**config.mk**
```make
export PLATFORM = sky130hd
export DESIGN_NAME = json_string_unescape
export DESIGN_NICKNAME = d
export VERILOG_FILES = /design/src/hdl/jsu_pkg.sv /design/src/hdl/jsu_front.sv /design/src/hdl/jsu_queue.sv /design/src/hdl/jsu_back.sv /design/src/hdl/json_string_unescape.sv
export VERILOG_INCLUDE_DIRS = /design/src /design/src/hdl
export SDC_FILE = /design/constraint.sdc
export NUM_CORES = 1
export LEC_CHECK = 0
export ABC_CLOCK_PERIOD_IN_PS = 9000
export BUFFER_PORTS_ARGS = -buffer_cell sky130_fd_sc_hd__buf_2
export CAP_MARGIN = 20
export CORE_MARGIN = 2
export CORE_UTILIZATION = 56
export DETAILED_ROUTE_END_ITERATION = 12
export HOLD_SLACK_MARGIN = 0.08
export PLACE_DENSITY = 0.73
export SETUP_SLACK_MARGIN = 0.2
export SLEW_MARGIN = 30
export SYNTH_ARGS = -nofsm -noshare
export SYNTH_HDL_FRONTEND = slang
export SYNTH_HIERARCHICAL = 1
export SYNTH_SLANG_ARGS = --single-unit
```
**constraint.sdc**
```tcl
create_clock -name clock -period 9 [get_ports clock]
set_input_delay 1.35 -clock clock [delete_from_list [all_inputs] [get_ports clock]]
set_output_delay 1.35 -clock clock [all_outputs]
set_load 0.005 [all_outputs]
```
**src/hdl/assert_macros.svh**
```systemverilog
// assertion helpers shared by the decoder modules
`ifndef ASSERT_MACROS_SVH
`define ASSERT_MACROS_SVH

// same-cycle implication, held off during reset
`define ASSERT_IMPL(lbl, clk, rst, ante, cons, msg) \
   lbl: assert property (@(posedge clk) disable iff (rst) (ante) |-> (cons)) \
      else $error(msg);

// next-cycle implication, held off during reset
`define ASSERT_NEXT(lbl, clk, rst, ante, cons, msg) \
   lbl: assert property (@(posedge clk) disable iff (rst) (ante) |=> (cons)) \
      else $error(msg);

`endif

```
**src/hdl/jsu_pkg.sv**
```systemverilog
package jsu_pkg;

   // default number of queued result groups between front and back
   localparam int QUEUE_DEPTH = 4;

   // decoder mode
   typedef enum logic [1:0] {
      MODE_IDLE = 2'd0,
      MODE_STR  = 2'd1,
      MODE_ESC  = 2'd2,
      MODE_HEX  = 2'd3
   } mode_type;

   // error codes on the result channel
   localparam logic [1:0] ERR_NONE     = 2'd0;
   localparam logic [1:0] ERR_NO_QUOTE = 2'd1;
   localparam logic [1:0] ERR_BAD_ESC  = 2'd2;
   localparam logic [1:0] ERR_BAD_HEX  = 2'd3;

   // characters of interest
   localparam logic [7:0] CH_QUOTE = 8'h22;
   localparam logic [7:0] CH_BSLASH = 8'h5C;
   localparam logic [7:0] CH_SLASH = 8'h2F;
   localparam logic [7:0] CH_SPACE = 8'h20;
   localparam logic [7:0] CH_LF = 8'h0A;
   localparam logic [7:0] CH_CR = 8'h0D;
   localparam logic [7:0] CH_TAB = 8'h09;
   localparam logic [7:0] CH_BS = 8'h08;
   localparam logic [7:0] CH_FF = 8'h0C;
   localparam logic [7:0] CH_LO_B = 8'h62;
   localparam logic [7:0] CH_LO_F = 8'h66;
   localparam logic [7:0] CH_LO_N = 8'h6E;
   localparam logic [7:0] CH_LO_R = 8'h72;
   localparam logic [7:0] CH_LO_T = 8'h74;
   localparam logic [7:0] CH_LO_U = 8'h75;

   // utf-8 encoding constants
   localparam logic [15:0] UTF8_MAX1 = 16'h007F;
   localparam logic [15:0] UTF8_MAX2 = 16'h07FF;
   localparam logic [7:0] UTF8_LEAD2 = 8'hC0;
   localparam logic [7:0] UTF8_LEAD3 = 8'hE0;
   localparam logic [7:0] UTF8_CONT = 8'h80;
   localparam logic [5:0] UTF8_MASK = 6'h3F;

   // results caused by one request
   typedef struct packed {
      logic [1:0] cnt;
      logic [7:0] b0;
      logic [7:0] b1;
      logic [7:0] b2;
      logic       string_end;
      logic [1:0] error_code;
   } task_type;

   // queue status seen by front and back
   typedef struct packed {
      logic full;
      logic empty;
   } q_status_type;

endpackage

```
**src/hdl/jsu_front.sv**
```systemverilog
`include "assert_macros.svh"

module jsu_front (
   input  logic               clock,
   input  logic               reset,
   input  logic               req_valid,
   output logic               req_ready,
   input  logic [7:0]         req_in_byte,
   input  jsu_pkg::q_status_type q_status,
   output logic               push,
   output jsu_pkg::task_type  push_task
);

   jsu_pkg::mode_type mode_ff, mode_in;
   logic [1:0]  hex_count_ff, hex_count_in;
   logic [15:0] code_accum_ff, code_accum_in;

   logic        accept;
   logic        is_ws;
   logic        hex_ok;
   logic [3:0]  hex_val;
   logic        esc_ok;
   logic [7:0]  esc_byte;
   logic [15:0] code;
   jsu_pkg::task_type tsk;

   assign req_ready = !q_status.full;
   assign accept = req_valid && req_ready;

   // whitespace skipped while idle
   assign is_ws = (req_in_byte inside {jsu_pkg::CH_SPACE, jsu_pkg::CH_LF,
                                       jsu_pkg::CH_CR, jsu_pkg::CH_TAB});

   // hex digit, either case
   always_comb begin
      hex_ok = 1'b1;
      hex_val = 4'd0;
      if (req_in_byte inside {[8'h30:8'h39]}) begin
         hex_val = req_in_byte[3:0];
      end else if (req_in_byte inside {[8'h61:8'h66], [8'h41:8'h46]}) begin
         hex_val = 4'(req_in_byte[2:0] + 3'd1) + 4'd8;
      end else begin
         hex_ok = 1'b0;
      end
   end

   // single-byte escape letters
   always_comb begin
      esc_ok = 1'b1;
      esc_byte = 8'd0;
      case (req_in_byte)
         jsu_pkg::CH_QUOTE:  esc_byte = jsu_pkg::CH_QUOTE;
         jsu_pkg::CH_BSLASH: esc_byte = jsu_pkg::CH_BSLASH;
         jsu_pkg::CH_SLASH:  esc_byte = jsu_pkg::CH_SLASH;
         jsu_pkg::CH_LO_B:   esc_byte = jsu_pkg::CH_BS;
         jsu_pkg::CH_LO_F:   esc_byte = jsu_pkg::CH_FF;
         jsu_pkg::CH_LO_N:   esc_byte = jsu_pkg::CH_LF;
         jsu_pkg::CH_LO_R:   esc_byte = jsu_pkg::CH_CR;
         jsu_pkg::CH_LO_T:   esc_byte = jsu_pkg::CH_TAB;
         default:            esc_ok = 1'b0;
      endcase
   end

   assign code = {code_accum_ff[11:0], hex_val};

   // next state
   always_comb begin
      mode_in = mode_ff;
      hex_count_in = hex_count_ff;
      code_accum_in = code_accum_ff;
      if (accept) begin
         case (mode_ff)
            jsu_pkg::MODE_IDLE: begin
               if (req_in_byte == jsu_pkg::CH_QUOTE) mode_in = jsu_pkg::MODE_STR;
            end
            jsu_pkg::MODE_STR: begin
               if (req_in_byte == jsu_pkg::CH_QUOTE) begin
                  mode_in = jsu_pkg::MODE_IDLE;
               end else if (req_in_byte == jsu_pkg::CH_BSLASH) begin
                  mode_in = jsu_pkg::MODE_ESC;
               end
            end
            jsu_pkg::MODE_ESC: begin
               if (req_in_byte == jsu_pkg::CH_LO_U) begin
                  mode_in = jsu_pkg::MODE_HEX;
                  hex_count_in = 2'd0;
                  code_accum_in = 16'd0;
               end else if (esc_ok) begin
                  mode_in = jsu_pkg::MODE_STR;
               end else begin
                  mode_in = jsu_pkg::MODE_IDLE;
               end
            end
            jsu_pkg::MODE_HEX: begin
               if (!hex_ok) begin
                  mode_in = jsu_pkg::MODE_IDLE;
                  hex_count_in = 2'd0;
                  code_accum_in = 16'd0;
               end else if (hex_count_ff == 2'd3) begin
                  mode_in = jsu_pkg::MODE_STR;
                  hex_count_in = 2'd0;
                  code_accum_in = 16'd0;
               end else begin
                  hex_count_in = hex_count_ff + 2'd1;
                  code_accum_in = code;
               end
            end
            default: mode_in = jsu_pkg::MODE_IDLE;
         endcase
      end
   end

   // results for this request
   always_comb begin
      tsk = '0;
      case (mode_ff)
         jsu_pkg::MODE_IDLE: begin
            if (!is_ws && req_in_byte != jsu_pkg::CH_QUOTE) begin
               tsk.cnt = 2'd1;
               tsk.error_code = jsu_pkg::ERR_NO_QUOTE;
            end
         end
         jsu_pkg::MODE_STR: begin
            if (req_in_byte == jsu_pkg::CH_QUOTE) begin
               tsk.cnt = 2'd1;
               tsk.string_end = 1'b1;
            end else if (req_in_byte != jsu_pkg::CH_BSLASH) begin
               tsk.cnt = 2'd1;
               tsk.b0 = req_in_byte;
            end
         end
         jsu_pkg::MODE_ESC: begin
            if (esc_ok) begin
               tsk.cnt = 2'd1;
               tsk.b0 = esc_byte;
            end else if (req_in_byte != jsu_pkg::CH_LO_U) begin
               tsk.cnt = 2'd1;
               tsk.error_code = jsu_pkg::ERR_BAD_ESC;
            end
         end
         jsu_pkg::MODE_HEX: begin
            if (!hex_ok) begin
               tsk.cnt = 2'd1;
               tsk.error_code = jsu_pkg::ERR_BAD_HEX;
            end else if (hex_count_ff == 2'd3) begin
               if (code <= jsu_pkg::UTF8_MAX1) begin
                  tsk.cnt = 2'd1;
                  tsk.b0 = code[7:0];
               end else if (code <= jsu_pkg::UTF8_MAX2) begin
                  tsk.cnt = 2'd2;
                  tsk.b0 = jsu_pkg::UTF8_LEAD2 | {3'd0, code[10:6]};
                  tsk.b1 = jsu_pkg::UTF8_CONT | {2'd0, code[5:0] & jsu_pkg::UTF8_MASK};
               end else begin
                  tsk.cnt = 2'd3;
                  tsk.b0 = jsu_pkg::UTF8_LEAD3 | {4'd0, code[15:12]};
                  tsk.b1 = jsu_pkg::UTF8_CONT | {2'd0, code[11:6] & jsu_pkg::UTF8_MASK};
                  tsk.b2 = jsu_pkg::UTF8_CONT | {2'd0, code[5:0] & jsu_pkg::UTF8_MASK};
               end
            end
         end
         default: tsk = '0;
      endcase
   end

   assign push = accept && (tsk.cnt != 2'd0);
   assign push_task = tsk;

   // decoder state
   always_ff @(posedge clock) begin
      if (reset) begin
         mode_ff <= jsu_pkg::MODE_IDLE;
         hex_count_ff <= 2'd0;
         code_accum_ff <= 16'd0;
      end else begin
         mode_ff <= mode_in;
         hex_count_ff <= hex_count_in;
         code_accum_ff <= code_accum_in;
      end
   end

   `ASSERT_IMPL(a_hex_count_mode, clock, reset, hex_count_ff != 2'd0, mode_ff == jsu_pkg::MODE_HEX, "hex digits counted outside a unicode escape")
   `ASSERT_NEXT(a_esc_leaves, clock, reset, accept && mode_ff == jsu_pkg::MODE_ESC, mode_ff != jsu_pkg::MODE_ESC, "escape mode held past its letter")

endmodule

```
**src/hdl/jsu_queue.sv**
```systemverilog
`include "assert_macros.svh"

module jsu_queue #(
   parameter int DEPTH = jsu_pkg::QUEUE_DEPTH
) (
   input  logic                 clock,
   input  logic                 reset,
   input  logic                 push,
   input  jsu_pkg::task_type    push_task,
   input  logic                 pop,
   output jsu_pkg::task_type    head,
   output jsu_pkg::q_status_type q_status
);

   localparam int PTR_W = (DEPTH > 1) ? $clog2(DEPTH) : 1;
   localparam int CNT_W = $clog2(DEPTH + 1);

   jsu_pkg::task_type slots_ff [DEPTH];
   logic [PTR_W-1:0] wr_ff, wr_in;
   logic [PTR_W-1:0] rd_ff, rd_in;
   logic [CNT_W-1:0] cnt_ff, cnt_in;

   // pointer and fill count
   always_comb begin
      wr_in = wr_ff;
      rd_in = rd_ff;
      if (push) wr_in = (wr_ff == PTR_W'(DEPTH - 1)) ? '0 : wr_ff + 1'b1;
      if (pop) rd_in = (rd_ff == PTR_W'(DEPTH - 1)) ? '0 : rd_ff + 1'b1;
      cnt_in = cnt_ff + CNT_W'(push) - CNT_W'(pop);
   end

   always_ff @(posedge clock) begin
      if (reset) begin
         wr_ff <= '0;
         rd_ff <= '0;
         cnt_ff <= '0;
      end else begin
         wr_ff <= wr_in;
         rd_ff <= rd_in;
         cnt_ff <= cnt_in;
      end
   end

   // storage
   always_ff @(posedge clock) begin
      if (push) slots_ff[wr_ff] <= push_task;
   end

   assign head = slots_ff[rd_ff];
   assign q_status.full = (cnt_ff == CNT_W'(DEPTH));
   assign q_status.empty = (cnt_ff == '0);

   `ASSERT_IMPL(a_no_overflow, clock, reset, push, !q_status.full, "request pushed into a full queue")
   `ASSERT_IMPL(a_no_underflow, clock, reset, pop, !q_status.empty, "pop from an empty queue")

endmodule

```
**src/hdl/jsu_back.sv**
```systemverilog
`include "assert_macros.svh"

module jsu_back (
   input  logic                 clock,
   input  logic                 reset,
   input  jsu_pkg::task_type    head,
   input  jsu_pkg::q_status_type q_status,
   output logic                 pop,
   output logic                 rsp_valid,
   input  logic                 rsp_ready,
   output logic [7:0]           rsp_out_byte,
   output logic                 rsp_string_end,
   output logic [1:0]           rsp_error_code,
   output logic                 rsp_last
);

   logic [1:0] idx_ff, idx_in;
   logic       rsp_valid_ff, rsp_valid_in;
   logic [7:0] byte_ff;
   logic       end_ff;
   logic [1:0] err_ff;
   logic       last_ff;

   logic       load;
   logic       fire;
   logic       is_last;
   logic [7:0] sel_byte;

   // output register free, head group available
   assign load = !rsp_valid_ff || rsp_ready;
   assign fire = load && !q_status.empty;
   assign is_last = (idx_ff == head.cnt - 2'd1);
   assign pop = fire && is_last;

   // byte of the head group at the current position
   always_comb begin
      case (idx_ff)
         2'd0:    sel_byte = head.b0;
         2'd1:    sel_byte = head.b1;
         2'd2:    sel_byte = head.b2;
         default: sel_byte = 8'd0;
      endcase
   end

   always_comb begin
      idx_in = idx_ff;
      if (fire) idx_in = is_last ? 2'd0 : idx_ff + 2'd1;
      rsp_valid_in = load ? !q_status.empty : rsp_valid_ff;
   end

   always_ff @(posedge clock) begin
      if (reset) begin
         idx_ff <= 2'd0;
         rsp_valid_ff <= 1'b0;
      end else begin
         idx_ff <= idx_in;
         rsp_valid_ff <= rsp_valid_in;
      end
   end

   // result payload
   always_ff @(posedge clock) begin
      if (fire) begin
         byte_ff <= sel_byte;
         end_ff <= head.string_end;
         err_ff <= head.error_code;
         last_ff <= is_last;
      end
   end

   assign rsp_valid = rsp_valid_ff;
   assign rsp_out_byte = byte_ff;
   assign rsp_string_end = end_ff;
   assign rsp_error_code = err_ff;
   assign rsp_last = last_ff;

   `ASSERT_IMPL(a_idx_needs_head, clock, reset, idx_ff != 2'd0, !q_status.empty, "group position set with nothing queued")
   `ASSERT_IMPL(a_err_zero_byte, clock, reset, rsp_valid_ff && err_ff != jsu_pkg::ERR_NONE, byte_ff == 8'd0 && !end_ff && last_ff, "error result carries data")

endmodule

```
**src/hdl/json_string_unescape.sv**
```systemverilog
// decoded results are queued, then loaded into the output register on rsp_
// throughput: one request per cycle while the queue is not full; results go out
// one at a time, so a unicode escape giving three bytes yields three results
// a queue of QUEUE_DEPTH result groups lets the decoder run ahead of the output
// reset: synchronous, active high; decoder back to idle, queue and output emptied
module json_string_unescape #(
   parameter int QUEUE_DEPTH = jsu_pkg::QUEUE_DEPTH
) (
   input  logic       clock,
   input  logic       reset,
   input  logic       req_valid,
   output logic       req_ready,
   input  logic [7:0] req_in_byte,
   output logic       rsp_valid,
   input  logic       rsp_ready,
   output logic [7:0] rsp_out_byte,
   output logic       rsp_string_end,
   output logic [1:0] rsp_error_code,
   output logic       rsp_last
);

   logic                  push;
   logic                  pop;
   jsu_pkg::task_type     push_task;
   jsu_pkg::task_type     head;
   jsu_pkg::q_status_type q_status;

   // classify and decode incoming bytes
   jsu_front u_front (
      .clock       (clock),
      .reset       (reset),
      .req_valid   (req_valid),
      .req_ready   (req_ready),
      .req_in_byte (req_in_byte),
      .q_status    (q_status),
      .push        (push),
      .push_task   (push_task)
   );

   // pending result groups
   jsu_queue #(
      .DEPTH (QUEUE_DEPTH)
   ) u_queue (
      .clock     (clock),
      .reset     (reset),
      .push      (push),
      .push_task (push_task),
      .pop       (pop),
      .head      (head),
      .q_status  (q_status)
   );

   // send results one per cycle unless rsp_ready stalls them
   jsu_back u_back (
      .clock          (clock),
      .reset          (reset),
      .head           (head),
      .q_status       (q_status),
      .pop            (pop),
      .rsp_valid      (rsp_valid),
      .rsp_ready      (rsp_ready),
      .rsp_out_byte   (rsp_out_byte),
      .rsp_string_end (rsp_string_end),
      .rsp_error_code (rsp_error_code),
      .rsp_last       (rsp_last)
   );

endmodule
```
=== Yosys cells after proc, flatten, opt, wreduce, memory -nomap -nowiden ===
Memories as Yosys holds them, arrays and structs flattened. A register that Yosys moved wholly into a read port is not among the register bits.
Index checks and enable logic that the tools add are counted.

* Flip-flop bits (word level): 38
* Bits in writable memories: 116
* Output and inout bits: 14
* Word-level logic and storage cells: 136
* Memories kept: 1

{| class="wikitable"
|+ Memory list
! memory !! words !! width !! read ports !! clocked after Yosys merged registers in !! wr ports !! RTL line !! source
|-
| u_queue.slots_ff || 4 || 29 || 1 || 1 || 1 || jsu_queue.sv:18 || <nowiki>jsu_pkg::task_type slots_ff [DEPTH];</nowiki>
|}

* Add/sub/neg operators: 9
* Order comparisons: 8
* Equality and inequality tests: 30
* Muxes and demuxes: 53
* Reduce and logical (&&, ||, !) cells: 23

{| class="wikitable"
|+ Operators with widths
! kind !! count
|-
| 8-bit by 7-bit == test with 1-bit output, second input constant || 7
|-
| 7-bit one-hot mux with 8 select lines || 1
|-
| 8-bit one-hot mux with 3 select lines || 2
|-
| 2-bit 2-to-1 mux || 19
|-
| 12-bit 2-to-1 mux || 3
|-
| 16-bit 2-to-1 mux || 2
|-
| 26-bit 2-to-1 mux || 1
|-
| 8-bit by 4-bit == test with 1-bit output, second input constant || 3
|-
| 8-bit by 6-bit == test with 1-bit output, second input constant || 3
|-
| 24-bit 2-to-1 mux || 1
|-
| 12-bit one-hot mux with 2 select lines || 1
|-
| 17-bit 2-to-1 mux || 1
|-
| 8-bit by 7-bit greater-or-equal comparator with 1-bit output, second input constant || 2
|-
| 16-bit by 11-bit less-or-equal comparator with 1-bit output, second input constant || 1
|-
| 16-bit by 7-bit less-or-equal comparator with 1-bit output, second input constant || 1
|-
| 8-bit by 7-bit less-or-equal comparator with 1-bit output, second input constant || 2
|-
| 8-bit 2-to-1 mux || 2
|-
| 8-bit by 7-bit != test with 1-bit output, second input constant || 2
|-
| 2-bit one-hot mux with 4 select lines || 2
|-
| 2-bit == test, second input constant || 6
|-
| 1-bit 2-to-1 mux || 11
|-
| 10-bit 2-to-1 mux || 1
|-
| 9-bit 2-to-1 mux || 1
|-
| 2-bit by 1-bit adder with 2-bit output, second input constant || 4
|-
| 28 further kinds || 44
|}

=== Longest topological paths before layout ===
Gate-level depths: netlist (run 1).

* Word-level depth: 15
* Mapped depth: 12

=== Cells and area by module ===
Netlist (run 1), hierarchy kept.

{| class="wikitable"
|+ Modules (own cells, without submodules)
! module !! instances !! cells an instance !! area an instance (µm²)
|-
| jsu_queue || 1 || 194 || 4647.0
|-
| jsu_front || 1 || 232 || 1706.6
|-
| jsu_back || 1 || 54 || 708.2
|}

=== Least setup slack after synthesis (run 1) ===
Ideal clock, no wire load.

* Path type: in2reg
* Start point: input port req_in_byte[0]
* End point: memory u_queue/slots_ff[0][0] (netlist bit) (enable)
* Setup time: 389 ps
* Arrival time: 3785 ps
* Slack: 4826 ps
* Stages on the path: 8
* Path buffers: 0
* Path through: inv_1 -> ha_1 -> or3b_2 -> nand3_2 -> nand2_1 -> o21a_1 -> a41oi_1 -> and2_1

* Longest elaborated chain between the ends: 15
* Elaborated cells between the ends (all ways): 52

{| class="wikitable"
|+ RTL lines
! element !! RTL line !! source
|-
| start, declared || json_string_unescape.sv:13 || <nowiki>input logic [7:0] req_in_byte,</nowiki>
|-
| parallel branches: the longest is 10 deep, another holds 16-bit by 11-bit less-or-equal comparator with 1-bit output || n/a ||
|-
| 2-bit one-hot mux with 4 select lines * || jsu_front.sv:116 || <nowiki>case (mode_ff)</nowiki>
|-
| 2-bit nonzero test * || jsu_front.sv:165 || <nowiki>assign push = accept && (tsk.cnt != 2'd0);</nowiki>
|-
| 1-bit logical AND * || jsu_front.sv:165 ||
|-
| via push || json_string_unescape.sv:22 || <nowiki>logic push;</nowiki>
|-
| 1-bit 2-to-1 mux * || jsu_queue.sv:46 || <nowiki>if (push) slots_ff[wr_ff] <= push_task;</nowiki>
|-
| 1-bit 2-to-1 mux (implied by the code) * || jsu_queue.sv:46 ||
|-
| end, declared || jsu_queue.sv:18 ||
|}

Mark *: on every way through the listed nets, which the timed path passes.

=== Final worst setup path (run 1) ===
* Start point: input port req_in_byte[0]
* End point: memory u_queue/slots_ff[1][15] (netlist bit) (enable)

The elaborated chain is that of the path after synthesis.

==> qor.yml, run 1 <==
status: "finished, final reports clean"
wl_per_cell_um: 21.1
cts.sinks: 156
drtIter0Drc: 428
drcViolationCount: 0
clockBufferDepth: 2
multi_input_area_um2: 2440
cts.hold.buffers_added: 0
slew_viol_final: 0
antenna_left: 0
place_hpwl_mm: 9.52
async_reset_ff_frac: 0
synth_enable_flop_cells: 128
synth_compound_area_frac: 0.0957
setup_viol: 0
slew_headroom: 0.484
seq_area_um2: 4410
routed_wl_mm: 14.6
fin_tns_setup_ns: 0
synth_area_per_cell_um2: 14.7
clkTransAtPathRegs_ns: 0.06
rsz0062_at_grt: "no"
cts_buffers: 17
synth_fa_ha_area_frac: 0.0312
fin_area_um2: 7890
synth_mux_area_frac: 0.103
power.total_uw: 2050
dr.pass1.iters: 5
finalHoldViolations: 0
track_usage: 0.234
clk_latency_ns: 0.42
via_count: 4244
grt_pass1_wl_mm: 22.8
synth_top_family_by_area: "simple AND/OR/NAND/NOR gates"
synth-xor-area-share: 0.00461
grt_max_degree: 30
nNetsFinal: 533
synth_area_um2: 7060
yosysMostFrequentCell: "edfxtp_1"
ys_types: 73
maxCapViolCount: 0
start_util: 0.566
synth_area_leader_cell: "edfxtp_1"
crit_type: "in -> reg"
synth_top_area_share: 0.544
io_buffer_count: 25
h-tree-depth: 4
yosysSeqAreaShare: 0.624
diodes: 0
worst_slew_pin_slew_ns: 0.774
fillCellCount: 901
post_cts_resized: 0
power.density_nw_per_um2: 260
die_y_um: 116
synth-seq-cells: 156
total_leakage_power_uw: 0.00267
hold_depth: 2
ioPinCount: 26
utilization: 0.633
period_needed_ns: 4.42
skew_ns: 0.0123
dpl_cell_area_um2: 7290
hold_path.class: "reg -> reg"
grt_antenna_before_repair: 0
period_share: 0.492
cp_max_fo: 29
cts_tree: "built"
dp_slack_ns: 4.25
ir_worst_vdd_mv: 0.145
r2r_cells: 10
netlist_top_cells_count: "edfxtp_1, nor2_1, dfxtp_1, mux4_2, a21oi_1"
vias_per_cell: 6.16
worst_ep_required_time_ns: 9.07
yosysWarnings: 6
syn_to_final_growth_pct: 11.8
gr-total-overflow: 0
drive_gt1_frac: 0.207
cp-start-kind: "primary input"
post-cts-setup-buffer-count: 0
grt_pass1_vias: 4110
cts_root_buffer: "clkbuf_16"
max_clock_freq_ghz: 0.226
synthCells: 480
synth-simple-area-share: 0.109
ys.flop_type: "edfxtp_1"
fin_ws_ns: 4.58
die_x_um: 116
dieArea_um2: 13500
arrival_ns: 4.49
core_um2: 12500
cp-end-kind: "register"
synth_area_leaders: "edfxtp_1, mux4_2, dfxtp_1"
core.rowCount: 41
place_congestion: 0.925
layer usage:
layer | routed length [µm] | global-route usage | part of all wire | vias to the layer above
met4 | 204 | 0.0873 | 0.014 | 0
met1 | 6150 | 0.317 | 0.42 | 2145
li1 | - | - | - | 1927
met5 | 0 | 0 | 0 | -
met3 | 843 | 0.0586 | 0.058 | 15
met2 | 7360 | 0.372 | 0.51 | 157
final cells by class:
| cell class | instances | area share |
|---|---|---|
| repair buffers | 30 | 0.0206 |
| clock buffers | 21 | 0.0583 |
| flip-flops and latches | 156 | 0.558 |
| clock inverters | 11 | 0.0181 |
| well taps | 172 | 0.0273 |
| multi-input cells | 281 | 0.309 |
| inverters | 18 | 0.00856 |
layout by cell type (no fill, tap or decap), types with 6 or more instances in the layout:
master     instances
a21oi_1           19
a222oi_1           8
a22oi_1           17
and2_1             7
buf_2             25
clkbuf_16         17
dfxtp_1           27
edfxtp_1         128
ha_1              16
inv_1             18
mux2i_1            6
mux4_2            28
nand2_1           17
nand2b_1           8
nand3_1           12
nor2_1            42
nor2b_1            6
o21ai_0           12
worst max-delay path, stage by stage:
cell	delay [ns]
buf_2	0.13
inv_1	0.11
ha_1	0.27
o21bai_1	0.11
a21o_1	0.33
a21oi_1	0.67
nand2_1	0.30
a41oi_1	0.56
and2_1	0.23
buf_4	0.38
cells by family (layout without fill, tap and decap cells):
kind of cell / after synthesis / in the layout
AO/OA/AOI/OAI: 91 / 91
multiplexers: 36 / 36
buffers and inverters: 44 / 80
XOR/XNOR: 2 / 2
other: 1 / 2
adder cells (fa/ha/maj): 17 / 17
flip-flops: 156 / 156
AND/OR/NAND/NOR: 133 / 133
stage by stage:
| step | hold slack, ns | std cells |
|---|---|---|
| after CTS | 0.465 | 689 |
| after global routing | 0.501 | 689 |
| final | 0.468 | 689 |
| after floorplan | 0.436 | 481 |
| after detailed placement | 0.454 | 657 |
| after global placement | 0.446 | 657 |
flip-flops by register name, summed over array words and instances, names as in the netlist, named ones only:
| register | count |
|---|---|
| u_back/rsp_last | 1 |
| u_front/code_accum_ff | 12 |
| u_front/hex_count_ff | 2 |
| u_back/rsp_error_code | 2 |
| u_queue/rd_ff | 2 |
| u_back/idx_ff | 2 |
| u_queue/slots_ff | 116 |
| u_queue/wr_ff | 2 |
| u_back/rsp_string_end | 1 |
| u_back/rsp_valid | 1 |
| u_queue/cnt_ff | 3 |
| u_back/rsp_out_byte | 8 |
| u_front/mode_ff | 2 |
worst paths after layout:
path	startpoint	endpoint	slack (ns)
max	req_in_byte[0]	u_queue/slots_ff[1][15]	4.58
min	u_front/hex_count_ff[1]	u_front/hex_count_ff[1]	0.47
max reg2reg	register	u_queue/cnt_ff[2]	5.50
min reg2reg	u_front/hex_count_ff[1]	u_front/hex_count_ff[1]	0.47
report_power, final:
part	total [µW]	internal, µW	leakage (µW)	switching [µW]
Sequential	948	891	0.00136	57.5
Combinational	391	193	0.00103	198
Clock	714	449	0.000283	266
Total	2050	1530	0.00267	521
Note: power is estimated with default switching activity, not from simulation.
==> inputs of run 2 (changes only) <==
Settings changed: ABC_CLOCK_PERIOD_IN_PS 9000 to 4100.
Clock period 9 ns to 4.1 ns, I/O delays scaled along.
==> run 2 against run 1 <==
  * Sequential share of layout area is 0.16 points higher
  * Critical path depth stayed put
  * Flip-flop and latch count is the same
  * Register-to-register slack got worse by 4.7 ns
  * Die area unchanged
  * Non-clock buffer count grew 5
  * Total power rose by 110%
==> qor.yml, run 2 (same netlist as run 1, synthesis figures left out) <==
status: "finished, final reports clean"
dp_slack_ns: 0.624  # -3.62 ns
setup_viol: 0  # unchanged
core.rowCount: 41  # unchanged
slew_headroom: 0.434  # -0.0498
cp_cell_sequence: "or3_1 > or2_2 > nor2_1 > o221a_1 > a41oi_1 > buf_4 > ha_1 > fa_1 > xor3_1 > nor2_1"
utilization: 0.631  # -0.00221
hold_path.class: "reg -> reg"
dr.pass1.iters: 6  # +1
total_leakage_power_uw: 0.00268  # +0.20%
diodes: 0  # unchanged
dp.cells: 662  # +0.76%
worst_slew_pin_slew_ns: 0.843  # +0.0682 ns
cts_buffers: 17  # unchanged
start_util: 0.566  # unchanged
final_common_cell: "edfxtp_1"
period_share: 0.795
cp_max_fo: 11  # -62%
clk_latency_ns: 0.42  # about the same
largest_reg_flops: 116  # unchanged
grt_max_degree: 30  # unchanged
hold_depth: 2  # unchanged
place_congestion: 0.942  # +1.9%
routed_wl_mm: 15.0  # +3.1%
final_cell_mix: "edfxtp_1, nor2_1, mux4_2, dfxtp_1, buf_2"
io_buffer_count: 25  # unchanged
vias_per_cell: 6.10  # -0.95%
crit_family: "simple AND/OR/NAND/NOR gates"
grt_pass1_vias: 4080  # -0.73%
hold_start: "u_front/hex_count_ff[1]"
grt_antenna_before_repair: 0  # unchanged
syn_to_final_growth_pct: 11.4
critical_path_depth: 10  # unchanged
slew_viol_final: 0  # unchanged
period_needed_ns: 3.26
crit_type: "reg -> reg"
crit_top_cell: "nor2_1"
die_x_um: 116  # unchanged
cpPeakStageDelay_ns: 0.47  # -0.20 ns
cp-end-kind: "register"
rsz0062_at_grt: "no"
dieArea_um2: 13500  # unchanged
die_y_um: 116  # unchanged
cp-start-kind: "register"
h-tree-depth: 4  # unchanged
r2r-start: "u_front/code_accum_ff[11]"
maxCapViolCount: 0  # unchanged
fillCellCount: 911  # +1.1%
finalHoldViolations: 0  # unchanged
via_count: 4228  # -0.38%
cts.hold.buffers_added: 0  # unchanged
post_layout_nonfiller_instances: 693  # +0.58%
ir_worst_vdd_mv: 0.296  # +100%
gr-total-overflow: 0  # unchanged
place_hpwl_mm: 9.91  # +4.1%
multi_input_area_um2: 2430  # -0.10%
clockBufferDepth: 2  # unchanged
post-cts-setup-buffer-count: 0  # unchanged
wl_per_cell_um: 21.7  # +2.5%
cts_tree: "built"
core_um2: 12500  # unchanged
dpl_cell_area_um2: 7320  # +0.45%
post_cts_resized: 0  # unchanged
cts_root_buffer: "clkbuf_16"
drcViolationCount: 0  # unchanged
ioPinCount: 26  # unchanged
worst_ep_required_time_ns: 4.45  # -4.62 ns
slowest_stage: "or3_1"
fin_tns_setup_ns: 0  # unchanged
seq_area_um2: 4410  # about the same
r2r-end: "u_queue/cnt_ff[2]"
antenna_left: 0  # unchanged
power.density_nw_per_um2: 559  # +110%
fin_area_um2: 7870  # -0.35%
r2r_cells: 10  # unchanged
regMostFlops: "u_queue/slots_ff"
worst-path-buf-inv: 1  # -2
nNetsFinal: 538  # +0.94%
drtIter0Drc: 475  # +11%
arrival_ns: 3.62  # -0.87 ns
min_to: "u_front/hex_count_ff[1]"
cts.sinks: 156  # unchanged
track_usage: 0.238  # +0.00354
drive_gt1_frac: 0.203  # -0.00351
grt_pass1_wl_mm: 23.0  # +0.97%
clkTransAtPathRegs_ns: 0.06  # about the same
rrSetupSlack_ns: 0.84  # -4.66 ns
fin_ws_ns: 0.839  # -3.74 ns
max_clock_freq_ghz: 0.307
skew_ns: 0.00922  # -0.00306 ns
-- run 2: cell count changes in the layout (fill, tap and decap cells not counted), sizes merged --
| cell | previous run | this run |
|---|---|---|
| buf | 30 | 35 |
| clkinv | 4 | 5 |
| clkbuf | 21 | 23 |
| clkinvlp | 4 | 1 |
| bufinv | 3 | 2 |
-- run 2: final cells by class --
type / count / share of cell area
well taps: 172 / 0.0274
clock inverters: 8 / 0.0121
inverters: 18 / 0.00859
flip-flops and latches: 156 / 0.560
repair buffers: 35 / 0.0254
clock buffers: 23 / 0.0569
multi-input cells: 281 / 0.310
-- run 2: power breakdown --
part	leakage [µW]	switching [µW]	internal (µW)	total [µW]
Sequential	0.00136	85.1	1950	2040
Clock	0.000262	560	886	1450
Combinational	0.00105	476	438	914
-- run 2: worst max-delay path by stage --
| stage | startpoint | slack (ns) | end |
|---|---|---|---|
| after floorplan | req_in_byte[0] | 0.66 | u_queue/slots_ff[0][0] |
| after global placement | req_in_byte[0] | 0.68 | u_queue/cnt_ff[2] |
| after detailed placement | req_in_byte[0] | 0.62 | u_queue/cnt_ff[2] |
| after CTS | u_front/code_accum_ff[11] | 0.85 | u_queue/cnt_ff[2] |
| after global routing | u_front/code_accum_ff[11] | 0.66 | u_queue/cnt_ff[2] |
| final | u_front/code_accum_ff[11] | 0.84 | u_queue/cnt_ff[2] |
-- run 2: metrics by stage --
stage / hold slack (ns) / power (µW)
floorplan: 0.436 / 2720
global placement: 0.444 / 2950
CTS: 0.458 / 4440
global route: 0.512 / 4610
finish: 0.461 / 4400
detailed placement: 0.451 / 2980
-- run 2: tightest hold or removal path, cell delays in order (launching register included) --
cell     delay (ns)
dfxtp_1        0.31
nand2_1        0.05
a21oi_1        0.05
-- run 2: per-layer routing --
metal / wire (µm) / share of wire / track usage
met3: 860 / 0.057 / 0.0519
met1: 6280 / 0.42 / 0.320
met5: 0 / 0 / 0
met2: 7510 / 0.50 / 0.376
met4: 359 / 0.024 / 0.106
==> inputs of run 3 (changes only) <==
Settings changed: ABC_AREA set to 1, ABC_CLOCK_PERIOD_IN_PS 4100 to 3400.
Clock period 4.1 ns to 3.4 ns, I/O delays scaled along.
==> run 3 against run 2 <==
  * Routed wire length up 2.5%
  * Sequential share of layout area fell by 3.8 points
  * Die area is 7.7% higher
  * Area after synthesis increased by 8.0%
  * Hold slack lost 0.073 ns
  * Final cell count rose by 43%
  * Synthesized cell count increased by 63%
  * Core utilization increased by 0.45 points
  * Critical endpoint is now u_queue/cnt_ff[1]
==> qor.yml, run 3 <==
status: "finished, final reports clean"
seq_area_um2: 4410  # about the same
final_cell_mix: "nand2_1, inv_1, edfxtp_1, nor2_1, a21oi_1"
ir_worst_vdd_mv: 0.400  # +35%
synth_top_area_share: 0.504  # -0.0402
clkTransAtPathRegs_ns: 0.06  # about the same
dieArea_um2: 14600  # +7.7%
clockBufferDepth: 2  # unchanged
vias_per_cell: 5.31  # -13%
ioPinCount: 26  # unchanged
synth_enable_flop_cells: 128  # unchanged
syn_to_final_growth_pct: 10.8
period_needed_ns: 2.89  # -0.367 ns
grt_pass1_wl_mm: 25.3  # +9.6%
drive_gt1_frac: 0.136  # -0.0676
drcViolationCount: 0  # unchanged
period_share: 0.851  # +0.0559
grt_antenna_before_repair: 0  # unchanged
setup_viol: 0  # unchanged
clk_latency_ns: 0.42  # about the same
synth_area_per_cell_um2: 9.75  # -34%
synth-seq-cells: 156  # unchanged
async_reset_ff_frac: 0  # unchanged
rsz0062_at_grt: "no"
final_common_cell: "nand2_1"
fin_ws_ns: 0.505  # -0.333 ns
fin_tns_setup_ns: 0  # unchanged
place_congestion: 0.929  # -1.4%
power.density_nw_per_um2: 722  # +29%
crit_type: "reg -> reg"
synth_area_leader_cell: "edfxtp_1"
multi_input_area_um2: 2500  # +2.6%
io_buffer_count: 25  # unchanged
worst_ep_required_time_ns: 3.69  # -0.76 ns
yosysSeqAreaShare: 0.578  # -0.0461
via_count: 5272  # +25%
core.rowCount: 42  # +2.4%
grt_pass1_vias: 5223  # +28%
nNetsFinal: 833  # +55%
largest_reg_flops: 116  # unchanged
arrival_ns: 3.18  # -0.44 ns
finalHoldViolations: 0  # unchanged
grt_max_degree: 62  # +110%
maxCapViolCount: 0  # unchanged
antenna_left: 0  # unchanged
diodes: 0  # unchanged
routed_wl_mm: 15.4  # +2.5%
worst_slew_pin_slew_ns: 0.620  # -0.223 ns
track_usage: 0.228  # -0.00942
gr-total-overflow: 0  # unchanged
post-cts-setup-buffer-count: 0  # unchanged
wl_per_cell_um: 15.5  # -28%
synth_area_leaders: "edfxtp_1, nand2_1, dfxtp_1"
post_cts_resized: 0  # unchanged
synth_area_um2: 7620  # +8.0%
cp-start-kind: "register"
cts.sinks: 156  # unchanged
synthCells: 782  # +63%
slew_viol_final: 0  # unchanged
cts_tree: "built"
fillCellCount: 1047  # +15%
netlist_top_cells_count: "nand2_1, inv_1, edfxtp_1"
regMostFlops: "u_queue/slots_ff"
core_um2: 13300  # +6.7%
die_x_um: 121  # +3.8%
total_leakage_power_uw: 0.00347  # +30%
cts_root_buffer: "clkbuf_16"
yosysWarnings: 6  # unchanged
drtIter0Drc: 393  # -17%
slew_headroom: 0.587  # +0.153
place_hpwl_mm: 10.5  # +6.2%
die_y_um: 121  # +3.8%
ys.flop_type: "edfxtp_1"
dr.pass1.iters: 5  # -1
cts_buffers: 17  # unchanged
skew_ns: 0.00714  # -0.00209 ns
yosysMostFrequentCell: "nand2_1"
cp-end-kind: "register"
cts.hold.buffers_added: 0  # unchanged
cp_max_fo: 61  # +50
max_clock_freq_ghz: 0.345  # +13%
dp_slack_ns: 0.181  # -0.443 ns
start_util: 0.573  # +0.00700
hold_path.class: "in -> reg"
ys_types: 40  # -45%
h-tree-depth: 4  # unchanged
-- run 3: routing by layer --
metal / wire [µm] / part of all wire / vias to the layer above / GRT usage
met5: 0 / 0 / - / 0
met4: 180 / 0.012 / 0 / 0.0807
met3: 795 / 0.052 / 17 / 0.0509
met2: 7790 / 0.51 / 147 / 0.387
met1: 6610 / 0.43 / 2484 / 0.289
li1: - / - / 2624 / -
-- run 3: cells by family (layout without fill, tap and decap cells) --
| family | Yosys count | count (layout) | share of synthesized area |
|---|---|---|---|
| and+or+nand+nor | 300 | 300 | 0.174 |
| buffers and inverters | 168 | 202 | 0.0952 |
| DFF | 156 | 156 | 0.578 |
| AOI/OAI and AO/OA | 139 | 139 | 0.122 |
| adders and majority gates | 17 | 17 | 0.0289 |
| other | 1 | 2 | 0.000492 |
| xor gates and xnor gates | 1 | 1 | 0.00115 |
-- run 3: worst paths after layout --
path / start / endpoint / slack, ns / depth (start not counted)
setup / recovery: register / u_queue/cnt_ff[1] / 0.51 / 14
setup reg to reg: register / u_queue/cnt_ff[1] / 0.51 / 14
hold reg to reg: u_front/hex_count_ff[0] / u_front/hex_count_ff[0] / 0.48 / 1
hold / removal: rsp_ready / u_back/rsp_valid / 0.39 / 4
-- run 3: layout make-up --
class                   count  share of cell area
flip-flops and latches    156               0.522
multi-input cells         459               0.296
inverters                 138              0.0613
clock buffers              25              0.0575
repair buffers             32              0.0270
well taps                 176              0.0261
clock inverters             7              0.0107
-- run 3: critical path: stages (launching register included) --
cell and delay [ns]:
dfxtp_4 0.74, a21oi_1 0.15, o21ai_0 0.12, nand2_1 0.17, inv_1 0.12, nand2_1 0.08
nand3b_1 0.11, nand3_2 0.10, nor2_4 0.17, ha_1 0.26, inv_1 0.06, ha_1 0.15
fa_1 0.41, inv_1 0.08, nor2_1 0.04
-- run 3: metrics by stage --
step                      cell area [µm²]  instances  hold WS [ns]  total power, µW  utilization
after floorplan                      7630        783         0.443             3900            -
after global placement               7870        961         0.455             4260        0.592
after detailed placement             7870        961         0.470             4330        0.592
after CTS                            8450        993         0.370             6140        0.636
after global routing                 8450        993         0.403             6500        0.636
final                                8450        993         0.388             6100        0.636
-- run 3: power breakdown --
part,internal [µW],switching [µW]
Clock,1130,673
Sequential,2400,172
Combinational,603,1120
Total,4140,1960
